File: src/rtl/core/nth_weekday_date_finder_core_defines.svh
`ifndef NTH_WEEKDAY_DATE_FINDER_CORE_DEFINES_SVH
`define NTH_WEEKDAY_DATE_FINDER_CORE_DEFINES_SVH

// same-cycle check, held off while reset is active
`define NWDF_ASSERT_NOW(label, clk, rst_n, ante, cons) \
    label: assert property (@(posedge clk) disable iff (!rst_n) (ante) |-> (cons)) \
        else $error("nwdf same-cycle check failed");

// next-cycle check, held off while reset is active
`define NWDF_ASSERT_NEXT(label, clk, rst_n, ante, cons) \
    label: assert property (@(posedge clk) disable iff (!rst_n) (ante) |=> (cons)) \
        else $error("nwdf next-cycle check failed");

`endif

File: src/rtl/core/nwdf_pkg.sv
package nwdf_pkg;

    localparam int STAGES = 6;

    localparam logic [12:0] RECIP_100 = 13'd5243;
    localparam int RECIP_SHIFT = 19;

    localparam logic [8:0] DAYS_COMMON = 9'd365;
    localparam logic [8:0] DAYS_LEAP   = 9'd366;

    function automatic logic [8:0] f_month_start(input logic [3:0] m, input logic leap);
        logic [8:0] base;
        case (m)
            4'd0:    base = 9'd0;
            4'd1:    base = 9'd31;
            4'd2:    base = 9'd59;
            4'd3:    base = 9'd90;
            4'd4:    base = 9'd120;
            4'd5:    base = 9'd151;
            4'd6:    base = 9'd181;
            4'd7:    base = 9'd212;
            4'd8:    base = 9'd243;
            4'd9:    base = 9'd273;
            4'd10:   base = 9'd304;
            4'd11:   base = 9'd334;
            default: base = 9'd0;
        endcase
        return base + 9'(leap && (m >= 4'd2));
    endfunction

endpackage

File: src/rtl/core/nth_weekday_date_finder_core.sv
// Finds the month and day of the n-th given weekday (0 Sunday .. 6 Saturday)
// of a Gregorian year. Six register stages; one item is taken every cycle
// while o_stall is low. Each stage holds its item until the next stage frees,
// so bubbles close up and input keeps flowing while a finished result waits at
// the output. o_stall rises only when all six stages are full and the output
// is stalled. date_valid is 0 (with month and day_of_month 0) for year 0,
// weekday 7, occurrence 0, or a date past December 31.
`include "nth_weekday_date_finder_core_defines.svh"

module nth_weekday_date_finder_core
    import nwdf_pkg::*;
(
    input  logic        i_clk,
    input  logic        i_rst_n,
    input  logic        i_valid,
    output logic        o_stall,
    input  logic [11:0] i_year,
    input  logic [2:0]  i_weekday,
    input  logic [5:0]  i_occurrence,
    output logic        o_valid,
    input  logic        i_stall,
    output logic [3:0]  o_month,
    output logic [4:0]  o_day_of_month,
    output logic        o_date_valid
);

    logic [STAGES-1:0] r_vld;
    logic [STAGES-1:0] w_adv;

    always_comb begin
        w_adv[STAGES-1] = !r_vld[STAGES-1] || !i_stall;
        for (int k = STAGES - 2; k >= 0; k--) begin
            w_adv[k] = !r_vld[k] || w_adv[k+1];
        end
    end

    assign o_stall = !w_adv[0];
    assign o_valid = r_vld[STAGES-1];

    always_ff @(posedge i_clk) begin
        if (!i_rst_n) begin
            r_vld <= '0;
        end else begin
            if (w_adv[0]) begin
                r_vld[0] <= i_valid;
            end
            for (int k = 1; k < STAGES; k++) begin
                if (w_adv[k]) begin
                    r_vld[k] <= r_vld[k-1];
                end
            end
        end
    end

    // stage 1: prior year and divisions by 100
    logic [11:0] n_prev;
    logic [24:0] n_prod_prev;
    logic [24:0] n_prod_year;
    logic [11:0] r1_prev;
    logic [5:0]  r1_q100;
    logic [11:0] r1_year;
    logic [5:0]  r1_yq100;
    logic [2:0]  r1_wday;
    logic [5:0]  r1_occ;
    logic        r1_ok;

    always_comb begin
        n_prev      = i_year - 12'd1;
        n_prod_prev = 25'(n_prev) * 25'(RECIP_100);
        n_prod_year = 25'(i_year) * 25'(RECIP_100);
    end

    always_ff @(posedge i_clk) begin
        if (w_adv[0]) begin
            r1_prev  <= n_prev;
            r1_q100  <= n_prod_prev[RECIP_SHIFT +: 6];
            r1_year  <= i_year;
            r1_yq100 <= n_prod_year[RECIP_SHIFT +: 6];
            r1_wday  <= i_weekday;
            r1_occ   <= i_occurrence;
            r1_ok    <= (i_year != 12'd0) && (i_weekday != 3'd7) && (i_occurrence != 6'd0);
        end
    end

    // stage 2: day count folded mod 7 (365 = 1 mod 7) and leap test
    logic [12:0] n_sum;
    logic [11:0] n_yr100_w;
    logic [6:0]  n_yr100;
    logic        n_leap;
    logic [12:0] r2_sum;
    logic        r2_leap;
    logic [2:0]  r2_wday;
    logic [5:0]  r2_occ;
    logic        r2_ok;

    always_comb begin
        n_sum = 13'(r1_prev) + 13'(r1_prev >> 2) + 13'(r1_q100 >> 2) - 13'(r1_q100);
        n_yr100_w = r1_year - 12'(r1_yq100) * 12'd100;
        n_yr100 = n_yr100_w[6:0];
        n_leap = (n_yr100 == 7'd0) ? (r1_yq100[1:0] == 2'd0) : (r1_year[1:0] == 2'd0);
    end

    always_ff @(posedge i_clk) begin
        if (w_adv[1]) begin
            r2_sum  <= n_sum;
            r2_leap <= n_leap;
            r2_wday <= r1_wday;
            r2_occ  <= r1_occ;
            r2_ok   <= r1_ok;
        end
    end

    // stage 3: mod 7 by summing octal digits (8 = 1 mod 7)
    logic [5:0] n_dsum;
    logic [3:0] n_fold;
    logic [2:0] n_m7;
    logic [2:0] r3_m7;
    logic       r3_leap;
    logic [2:0] r3_wday;
    logic [5:0] r3_occ;
    logic       r3_ok;

    always_comb begin
        n_dsum = 6'(r2_sum[2:0]) + 6'(r2_sum[5:3]) + 6'(r2_sum[8:6])
               + 6'(r2_sum[11:9]) + 6'(r2_sum[12]);
        n_fold = 4'(n_dsum[5:3]) + 4'(n_dsum[2:0]);
        n_m7   = (n_fold >= 4'd7) ? 3'(n_fold - 4'd7) : n_fold[2:0];
    end

    always_ff @(posedge i_clk) begin
        if (w_adv[2]) begin
            r3_m7   <= n_m7;
            r3_leap <= r2_leap;
            r3_wday <= r2_wday;
            r3_occ  <= r2_occ;
            r3_ok   <= r2_ok;
        end
    end

    // stage 4: day of year of the wanted occurrence
    logic [3:0] n_t;
    logic [2:0] n_f;
    logic [5:0] n_occm1;
    logic [8:0] n_doy;
    logic [8:0] r4_doy;
    logic       r4_leap;
    logic       r4_ok;

    always_comb begin
        n_t     = 4'(r3_wday) + 4'd6 - 4'(r3_m7);
        n_f     = (n_t >= 4'd7) ? 3'(n_t - 4'd7) : n_t[2:0];
        n_occm1 = r3_occ - 6'd1;
        n_doy   = 9'(n_f) + 9'd1 + (9'(n_occm1) << 3) - 9'(n_occm1);
    end

    always_ff @(posedge i_clk) begin
        if (w_adv[3]) begin
            r4_doy  <= n_doy;
            r4_leap <= r3_leap;
            r4_ok   <= r3_ok;
        end
    end

    // stage 5: month lookup and range check
    logic [3:0] w_month;
    logic [8:0] w_start;
    logic [3:0] r5_month;
    logic [8:0] r5_start;
    logic [8:0] r5_doy;
    logic       r5_ok;

    nwdf_month_sel u_month_sel (
        .i_doy   (r4_doy),
        .i_leap  (r4_leap),
        .o_month (w_month),
        .o_start (w_start)
    );

    always_ff @(posedge i_clk) begin
        if (w_adv[4]) begin
            r5_month <= w_month;
            r5_start <= w_start;
            r5_doy   <= r4_doy;
            r5_ok    <= r4_ok && (r4_doy <= (r4_leap ? DAYS_LEAP : DAYS_COMMON));
        end
    end

    // stage 6: day of month, output register
    logic [8:0] n_dom;
    logic [3:0] r6_month;
    logic [4:0] r6_dom;
    logic       r6_ok;

    assign n_dom = r5_doy - r5_start;

    always_ff @(posedge i_clk) begin
        if (w_adv[5]) begin
            r6_month <= r5_ok ? r5_month : 4'd0;
            r6_dom   <= r5_ok ? n_dom[4:0] : 5'd0;
            r6_ok    <= r5_ok;
        end
    end

    assign o_month        = r6_month;
    assign o_day_of_month = r6_dom;
    assign o_date_valid   = r6_ok;

    `NWDF_ASSERT_NOW(a_stall_only_when_full, i_clk, i_rst_n, o_stall, i_stall && (&r_vld))
    `NWDF_ASSERT_NOW(a_month_in_range, i_clk, i_rst_n, o_valid && o_date_valid,
        (o_month >= 4'd1) && (o_month <= 4'd12) && (o_day_of_month != 5'd0))
    `NWDF_ASSERT_NOW(a_invalid_zeroed, i_clk, i_rst_n, o_valid && !o_date_valid,
        (o_month == 4'd0) && (o_day_of_month == 5'd0))

endmodule

File: src/rtl/core/nwdf_month_sel.sv
module nwdf_month_sel
    import nwdf_pkg::*;
(
    input  logic [8:0] i_doy,
    input  logic       i_leap,
    output logic [3:0] o_month,
    output logic [8:0] o_start
);

    always_comb begin
        o_month = 4'd1;
        o_start = 9'd0;
        for (int m = 1; m < 12; m++) begin
            if (i_doy > f_month_start(4'(m), i_leap)) begin
                o_month = 4'(m + 1);
                o_start = f_month_start(4'(m), i_leap);
            end
        end
    end

endmodule
File: config.mk
export PLATFORM = sky130hd
export DESIGN_NAME = nth_weekday_date_finder_core
export DESIGN_NICKNAME = d
export VERILOG_FILES = /design/src/rtl/core/nwdf_pkg.sv /design/src/rtl/core/nth_weekday_date_finder_core.sv /design/src/rtl/core/nwdf_month_sel.sv
export VERILOG_INCLUDE_DIRS = /design/src /design/src/rtl/core
export SDC_FILE = /design/constraint.sdc
export NUM_CORES = 1
export LEC_CHECK = 0
export BUFFER_PORTS_ARGS = -buffer_cell sky130_fd_sc_hd__buf_2
export CAP_MARGIN = 10
export CORE_MARGIN = 4
export CORE_UTILIZATION = 25
export CTS_BUF_LIST = sky130_fd_sc_hd__clkbuf_8 sky130_fd_sc_hd__clkbuf_16
export DETAILED_ROUTE_END_ITERATION = 10
export PLACE_DENSITY = 0.49
export SETUP_SLACK_MARGIN = 0.3
export SYNTH_ARGS = -nofsm -noshare
export SYNTH_HDL_FRONTEND = slang
export SYNTH_SLANG_ARGS = --single-unit
File: constraint.sdc
create_clock -name i_clk -period 8.9 [get_ports i_clk]
set_input_delay 1.335 -clock i_clk [delete_from_list [all_inputs] [get_ports i_clk]]
set_output_delay 1.335 -clock i_clk [all_outputs]
set_load 0.02 [all_outputs]
==> impl_metrics.env, run 1 <==
export IMPL_status="completed"
export IMPL_skew_ps=14.2
export IMPL_tightest_slew_ps=1170
export IMPL_drive_above_1_share_pct=7.98
export IMPL_netSwitchingFraction_pct=44.2
export IMPL_hold_viol=0
export IMPL_antenna_cells=0
export IMPL_synth_most_common_cell="inv_1"
export IMPL_hp_class="register to register"
export IMPL_grt_use_total_pct=9.98
export IMPL_cts_tree="yes"
export IMPL_irDropWorstVdd_v=0.000520
export IMPL_clock_latency_ps=440
export IMPL_dp_hpwl_um=21000
export IMPL_post_cts_resized=0
export IMPL_p_int_mw=3.02
export IMPL_clock_fmax_mhz=133
export IMPL_io_buffers=36
export IMPL_synthTopCellsByArea="edfxtp_1 (28%), ha_1 (24%), fa_1 (18%)"
export IMPL_seq_power_share_pct=20.0
export IMPL_grt_pass1_wl_um=41600
export IMPL_cts_sink_count=120
export IMPL_syn_num_nets=1480
export IMPL_worstPathMaxFanout=11
export IMPL_pwr_share_clk_pct=13.6
export IMPL_combPwrFrac_pct=66.4
export IMPL_ys_ff_latch=120
export IMPL_ys_warn_count=0
export IMPL_final_util_pct=28.6
export IMPL_cts_buffer_depth=2
export IMPL_die_x_um=228
export IMPL_p_leak_nw=6.62
export IMPL_overflow=0
export IMPL_clk_pin_slew_ps=60
export IMPL_place_area_um2=13100
export IMPL_synth_cells=1113
export IMPL_p_switching_mw=2.40
export IMPL_ant_nets=0
export IMPL_core_um2=47800
export IMPL_fin_nets=1532
export IMPL_syn_mean_instance_area_um2=10.9
export IMPL_syn_to_final_growth_pct=13.0
export IMPL_finalWeightedCongestion=0.804
export IMPL_antenna_found_initial=1
export IMPL_dr_total_vias=7539
export IMPL_min_period_ps=7510
export IMPL_setup_tns_ps=0
export IMPL_drc=0
export IMPL_vias_per_cell=4.20
export IMPL_yosys_area_top_type="edfxtp_1"
export IMPL_cp_data_arrival_time_ps=7700
export IMPL_setup_viol=0
export IMPL_rsz0062_at_grt="false"
export IMPL_power_mw=5.42
export IMPL_grt_max_degree=42
export IMPL_synth_area_um2=12100
export IMPL_drtPass1Iterations=4
export IMPL_h_tree_depth=4
export IMPL_finalMaxSlewViolations=0
export IMPL_synthArstFlopShare_pct=0
export IMPL_rows=80
export IMPL_synth_top_area_share_pct=28.3
export IMPL_cts_buffers=17
export IMPL_min_period_over_period_pct=84.4
export IMPL_ctsRootBufferMaster="clkbuf_16"
export IMPL_dieArea_um2=52000
export IMPL_critPathCaptureType="register"
export IMPL_grt_pass1_vias=8041
export IMPL_fill_cells=4989
export IMPL_initial_core_util_pct=25.3
export IMPL_fin_area_um2=13700
export IMPL_synth_ff_type="edfxtp_1"
export IMPL_synth_commonest_cells="inv_1 (283), ha_1 (234), edfxtp_1 (114)"
export IMPL_ios=37
export IMPL_cts_hold_buf=0
export IMPL_drtIter0Drc=363
export IMPL_die_h_um=228
export IMPL_cp_start_kind="input pin"
export IMPL_post_cts_setup_buffer_count=0
export IMPL_synth_edf_count=114
export IMPL_slew_limit_headroom_pct=21.7
export IMPL_yosys_cell_types_count=68
export IMPL_wl_per_cell_um=13.8
export IMPL_worst_ep_required_time_ps=9080
export IMPL_critPathKind="input pin to register"
export IMPL_drv_cap=0
export IMPL_totalWireLength_um=24800
export IMPL_power_density_nw_per_um2=396
export IMPL_ys_seq_area_share_pct=29.3
-- stage by stage --
step,setup WS [ps],hold slack (ps),std cells
2_1_floorplan,1750,400,1113
3_3_place_gp,1140,402,1761
3_5_place_dp,956,405,1761
4_1_cts,1400,416,1793
5_1_grt,1070,426,1793
6_report,1390,417,1793
-- registers in the layout, indices dropped and copies added (netlist names), 3 cells and up --
name / cells
r3_wday: 3
r2_sum: 13
r1_occ: 6
o_month: 4
r3_occ: 6
r1_prev: 12
r1_q100: 6
r2_wday: 3
r3_m7: 3
r5_doy: 5
r_vld: 6
r1_wday: 3
r5_month: 4
r4_doy: 9
o_day_of_month: 5
r1_year: 7
r1_yq100: 5
r5_start: 5
r2_occ: 6
-- routing by layer --
metal,part of all wire (%),vias to the layer above,global-route usage (%)
li1,-,3787,-
met1,47,3623,13.1
met2,48,103,16.8
met3,3.3,24,2.20
met4,1.3,2,2.47
met5,0.052,-,0
-- worst max-delay path, cell delays in order --
cell	delay, ps
buf_2	290
inv_1	130
ha_1	210
a21boi_2	190
o21ai_2	90
nand4b_1	280
a21boi_1	240
xnor2_1	230
inv_1	140
ha_1	340
inv_1	90
ha_1	330
xor2_1	180
ha_1	280
inv_1	50
fa_1	520
inv_1	50
fa_1	530
inv_1	60
fa_1	530
inv_1	40
ha_1	320
nand3_1	130
nor3b_1	70
o31a_1	340
o41a_1	430
a21oi_2	170
xnor2_1	70
-- area by class of cell --
type | instances | area [um2] | area share, %
Clock buffer | 17 | 425 | 3.11
Clock inverter | 15 | 199 | 1.45
Inverter | 283 | 1060 | 7.76
Multi-Input combinational cell | 702 | 7470 | 54.6
Sequential cell | 120 | 3540 | 25.9
Tap cell | 615 | 769 | 5.62
Timing Repair Buffer | 41 | 218 | 1.59
-- cell usage in the layout, fill, tap and decap left out, types with 5 or more instances in the layout --
cell type / Yosys / layout
inv_1: 283 / 283
ha_1: 234 / 234
edfxtp_1: 114 / 114
fa_1: 108 / 108
a21oi_1: 43 / 43
xnor2_1: 40 / 40
nand2_1: 37 / 37
buf_2: 4 / 36
nor2_1: 24 / 24
o21ai_0: 23 / 23
xor2_1: 17 / 17
clkbuf_16: 0 / 17
o21a_1: 16 / 16
nor2b_1: 15 / 15
a21o_1: 12 / 12
nor3_1: 12 / 12
and2_1: 10 / 10
nand2b_1: 8 / 8
nand3_1: 7 / 6
or2_2: 6 / 6
dfxtp_1: 6 / 6
and3_1: 5 / 5
or3_1: 5 / 5
a31oi_1: 5 / 5
o211ai_1: 5 / 5
o21bai_1: 5 / 5
buf_4: 1 / 5
-- power groups by stage --
| stage | Sequential (mW) | Clock, mW | Combinational [mW] |
|---|---|---|---|
| floorplan | 1.05 | 0 | 2.76 |
| global placement | 1.10 | 0 | 3.57 |
| detailed placement | 1.10 | 0 | 3.64 |
| CTS | 1.09 | 0.760 | 3.69 |
| global route | 1.11 | 0.786 | 4.22 |
| finish | 1.08 | 0.737 | 3.60 |
-- worst paths after layout --
kind / to / startpoint / depth (start not counted) / slack, ps
worst max-delay path: r1_q100[2] / i_year[2] / 28 / 1390
worst min-delay path: r3_occ[3] / r2_occ[3] / 0 / 420
worst max register to register: r3_m7[1] / r2_sum[1] / 13 / 4640
worst min register to register: r3_occ[3] / r2_occ[3] / 0 / 420
-- cells by family (layout without fill, tap and decap cells) --
| group | Yosys count | after routing | share of synthesized area (%) |
|---|---|---|---|
| compound gates | 145 | 145 | 8.18 |
| xor+xnor | 58 | 58 | 4.26 |
| fa+ha+maj | 342 | 342 | 42.0 |
| buf+inv | 291 | 356 | 9.09 |
| flops | 120 | 120 | 29.3 |
| mux | 5 | 5 | 0.423 |
| simple gates | 152 | 152 | 6.79 |
Power figures use the tool's default switching activity.
==> run 2, diff against run 1 <==
--- a/config.mk
+++ b/config.mk
@@ -12,7 +12,7 @@
 export CORE_UTILIZATION = 25
 export CTS_BUF_LIST = sky130_fd_sc_hd__clkbuf_8 sky130_fd_sc_hd__clkbuf_16
 export DETAILED_ROUTE_END_ITERATION = 10
-export PLACE_DENSITY = 0.49
+export PLACE_DENSITY = 0.5
 export SETUP_SLACK_MARGIN = 0.3
 export SYNTH_ARGS = -nofsm -noshare
 export SYNTH_HDL_FRONTEND = slang
==> constraint.sdc (replaced) <==
create_clock -name i_clk -period 6.1 [get_ports i_clk]
set_input_delay 0.915 -clock i_clk [delete_from_list [all_inputs] [get_ports i_clk]]
set_output_delay 0.915 -clock i_clk [all_outputs]
set_load 0.02 [all_outputs]
==> run 2 against run 1 <==
- sequential share of layout area shrank 1.2 points
- cell area grew 5.0%
- clock power grew 32%
==> impl_metrics.env, run 2 (synthesis gave the netlist of run 1 again) <==
export IMPL_syn_to_final_growth_pct=18.7
export IMPL_worstPathMaxFanout=3
export IMPL_cp_start_kind="input pin"
export IMPL_totalWireLength_um=23400
export IMPL_r2r_end="r3_m7[1]"
export IMPL_reg2reg_slack_ps=1900
export IMPL_rr_worst_depth=13
export IMPL_setup_viol=0
export IMPL_h_tree_depth=4
export IMPL_dr_total_vias=7696
export IMPL_drtPass1Iterations=4
export IMPL_status="completed"
export IMPL_initial_core_util_pct=25.3
export IMPL_hold_viol=0
export IMPL_seq_power_share_pct=19.6
export IMPL_clk_pin_slew_ps=60
export IMPL_worst_ep_required_time_ps=6270
export IMPL_dieArea_um2=52000
export IMPL_ios=37
export IMPL_core_um2=47800
export IMPL_finalWeightedCongestion=0.815
export IMPL_wl_per_cell_um=12.6
export IMPL_final_cell_count_no_fill=1855
export IMPL_fin_nets=1594
export IMPL_min_from="r2_leap"
export IMPL_holdPathEnd="r3_leap"
export IMPL_slew_limit_headroom_pct=31.8
export IMPL_hp_class="register to register"
export IMPL_ant_nets=0
export IMPL_antenna_cells=0
export IMPL_combPwrFrac_pct=68.2
export IMPL_cp_data_arrival_time_ps=6090
export IMPL_largest_register="r2_sum"
export IMPL_dp_hpwl_um=20400
export IMPL_grt_use_total_pct=9.54
export IMPL_pwr_share_clk_pct=12.2
export IMPL_antenna_found_initial=1
export IMPL_top_regs="r2_sum: 13 flops, r1_prev: 12 flops, r4_doy: 9 flops"
export IMPL_power_density_nw_per_um2=556
export IMPL_rows=80
export IMPL_clock_fmax_mhz=169
export IMPL_largest_reg_flops=13
export IMPL_die_x_um=228
export IMPL_placedCellCount=1817
export IMPL_grt_pass1_wl_um=40800
export IMPL_skew_ps=10.9
export IMPL_final_cell_mix="inv_1 (272), ha_1 (225), edfxtp_1 (114)"
export IMPL_p_switching_mw=3.50
export IMPL_cts_hold_buf=0
export IMPL_critPathKind="input pin to register"
export IMPL_irDropWorstVdd_v=0.000479
export IMPL_netSwitchingFraction_pct=43.8
export IMPL_worst_path_max_delay_cell="fa_1"
export IMPL_ctsRootBufferMaster="clkbuf_16"
export IMPL_cpMostUsedCell="ha_4"
export IMPL_timing_hold_ws_ps=414
export IMPL_final_util_pct=30.0
export IMPL_slowest_delay_ps=490
export IMPL_fin_area_um2=14400
export IMPL_reg2reg_from="r2_sum[1]"
export IMPL_vias_per_cell=4.15
export IMPL_clock_latency_ps=420
export IMPL_min_period_over_period_pct=97.1
export IMPL_cts_tree="yes"
export IMPL_finalMaxSlewViolations=0
export IMPL_overflow=0
export IMPL_io_buffers=36
export IMPL_final_common_cell="inv_1"
export IMPL_drtIter0Drc=240
export IMPL_cts_sink_count=120
export IMPL_min_path_cells=0
export IMPL_p_leak_nw=6.93
export IMPL_min_period_ps=5930
export IMPL_critPathCaptureType="register"
export IMPL_die_h_um=228
export IMPL_p_int_mw=4.50
export IMPL_drive_above_1_share_pct=15.2
export IMPL_drc=0
export IMPL_grt_pass1_vias=8331
export IMPL_rsz0062_at_grt="true"
export IMPL_cts_buffers=17
export IMPL_cts_buffer_depth=2
export IMPL_drv_cap=0
export IMPL_place_area_um2=13700
export IMPL_grt_max_degree=42
export IMPL_tightest_slew_ps=1020
## run 2: critical path, delay by kind of cell
| family | cells | cell delay (ps) |
|---|---|---|
| fa+ha+maj | 8 | 2590 |
| simple gates | 1 | 240 |
| xor+xnor | 3 | 450 |
| compound gates | 8 | 1300 |
| buf+inv | 9 | 620 |
## run 2: power by group through the flow
stage	clock network, mW	logic, mW	registers, mW
5_1_grt	1.05	6.42	1.61
4_1_cts	1.01	5.56	1.58
3_3_place_gp	0	5.27	1.59
2_1_floorplan	0	4.19	1.53
6_report	0.975	5.45	1.57
3_5_place_dp	0	5.43	1.59
## run 2: final cells by class
class / count / area [um2]
fill: 4982 / 33500
timing repair buffer: 103 / 708
inverter: 283 / 1100
clock inverter: 15 / 150
tap: 615 / 769
sequential: 120 / 3540
multi-input combinational: 702 / 7680
clock buffer: 17 / 425
## run 2: what timing repair did
action,4_1_cts,5_1_grt
endpoints found under the setup margin,6,8
buffers inserted,5,1
endpoints found under the hold margin,0,0
pin swaps,21,14
resized for setup,13,4
## run 2: metrics by stage
step / worst slack [ps] / total power, mW / setup TNS (ps)
6_report: 175 / 8.00 / 0
3_5_place_dp: -492 / 7.03 / -2620
2_1_floorplan: -104 / 5.72 / -285
3_3_place_gp: -416 / 6.86 / -2300
4_1_cts: 87.2 / 8.15 / 0
5_1_grt: -108 / 9.08 / -330
## run 2: worst max path at each step
stage / to / startpoint / cells past startpoint / slack [ps]
finish: r1_q100[5] / i_year[2] / 29 / 170
global route: r1_q100[5] / i_year[2] / 29 / -110
CTS: r1_q100[4] / i_year[2] / 29 / 90
detailed placement: r1_q100[5] / i_year[1] / 23 / -490
global placement: r1_q100[5] / i_year[1] / 23 / -420
floorplan: r1_q100[2] / i_year[1] / 27 / -100
## run 2: metal layers
layer	GRT usage (%)	part of all wire (%)
met2	16.4	48
met3	1.66	2.6
met5	0	0.030
met1	12.6	48
met4	2.28	1.2
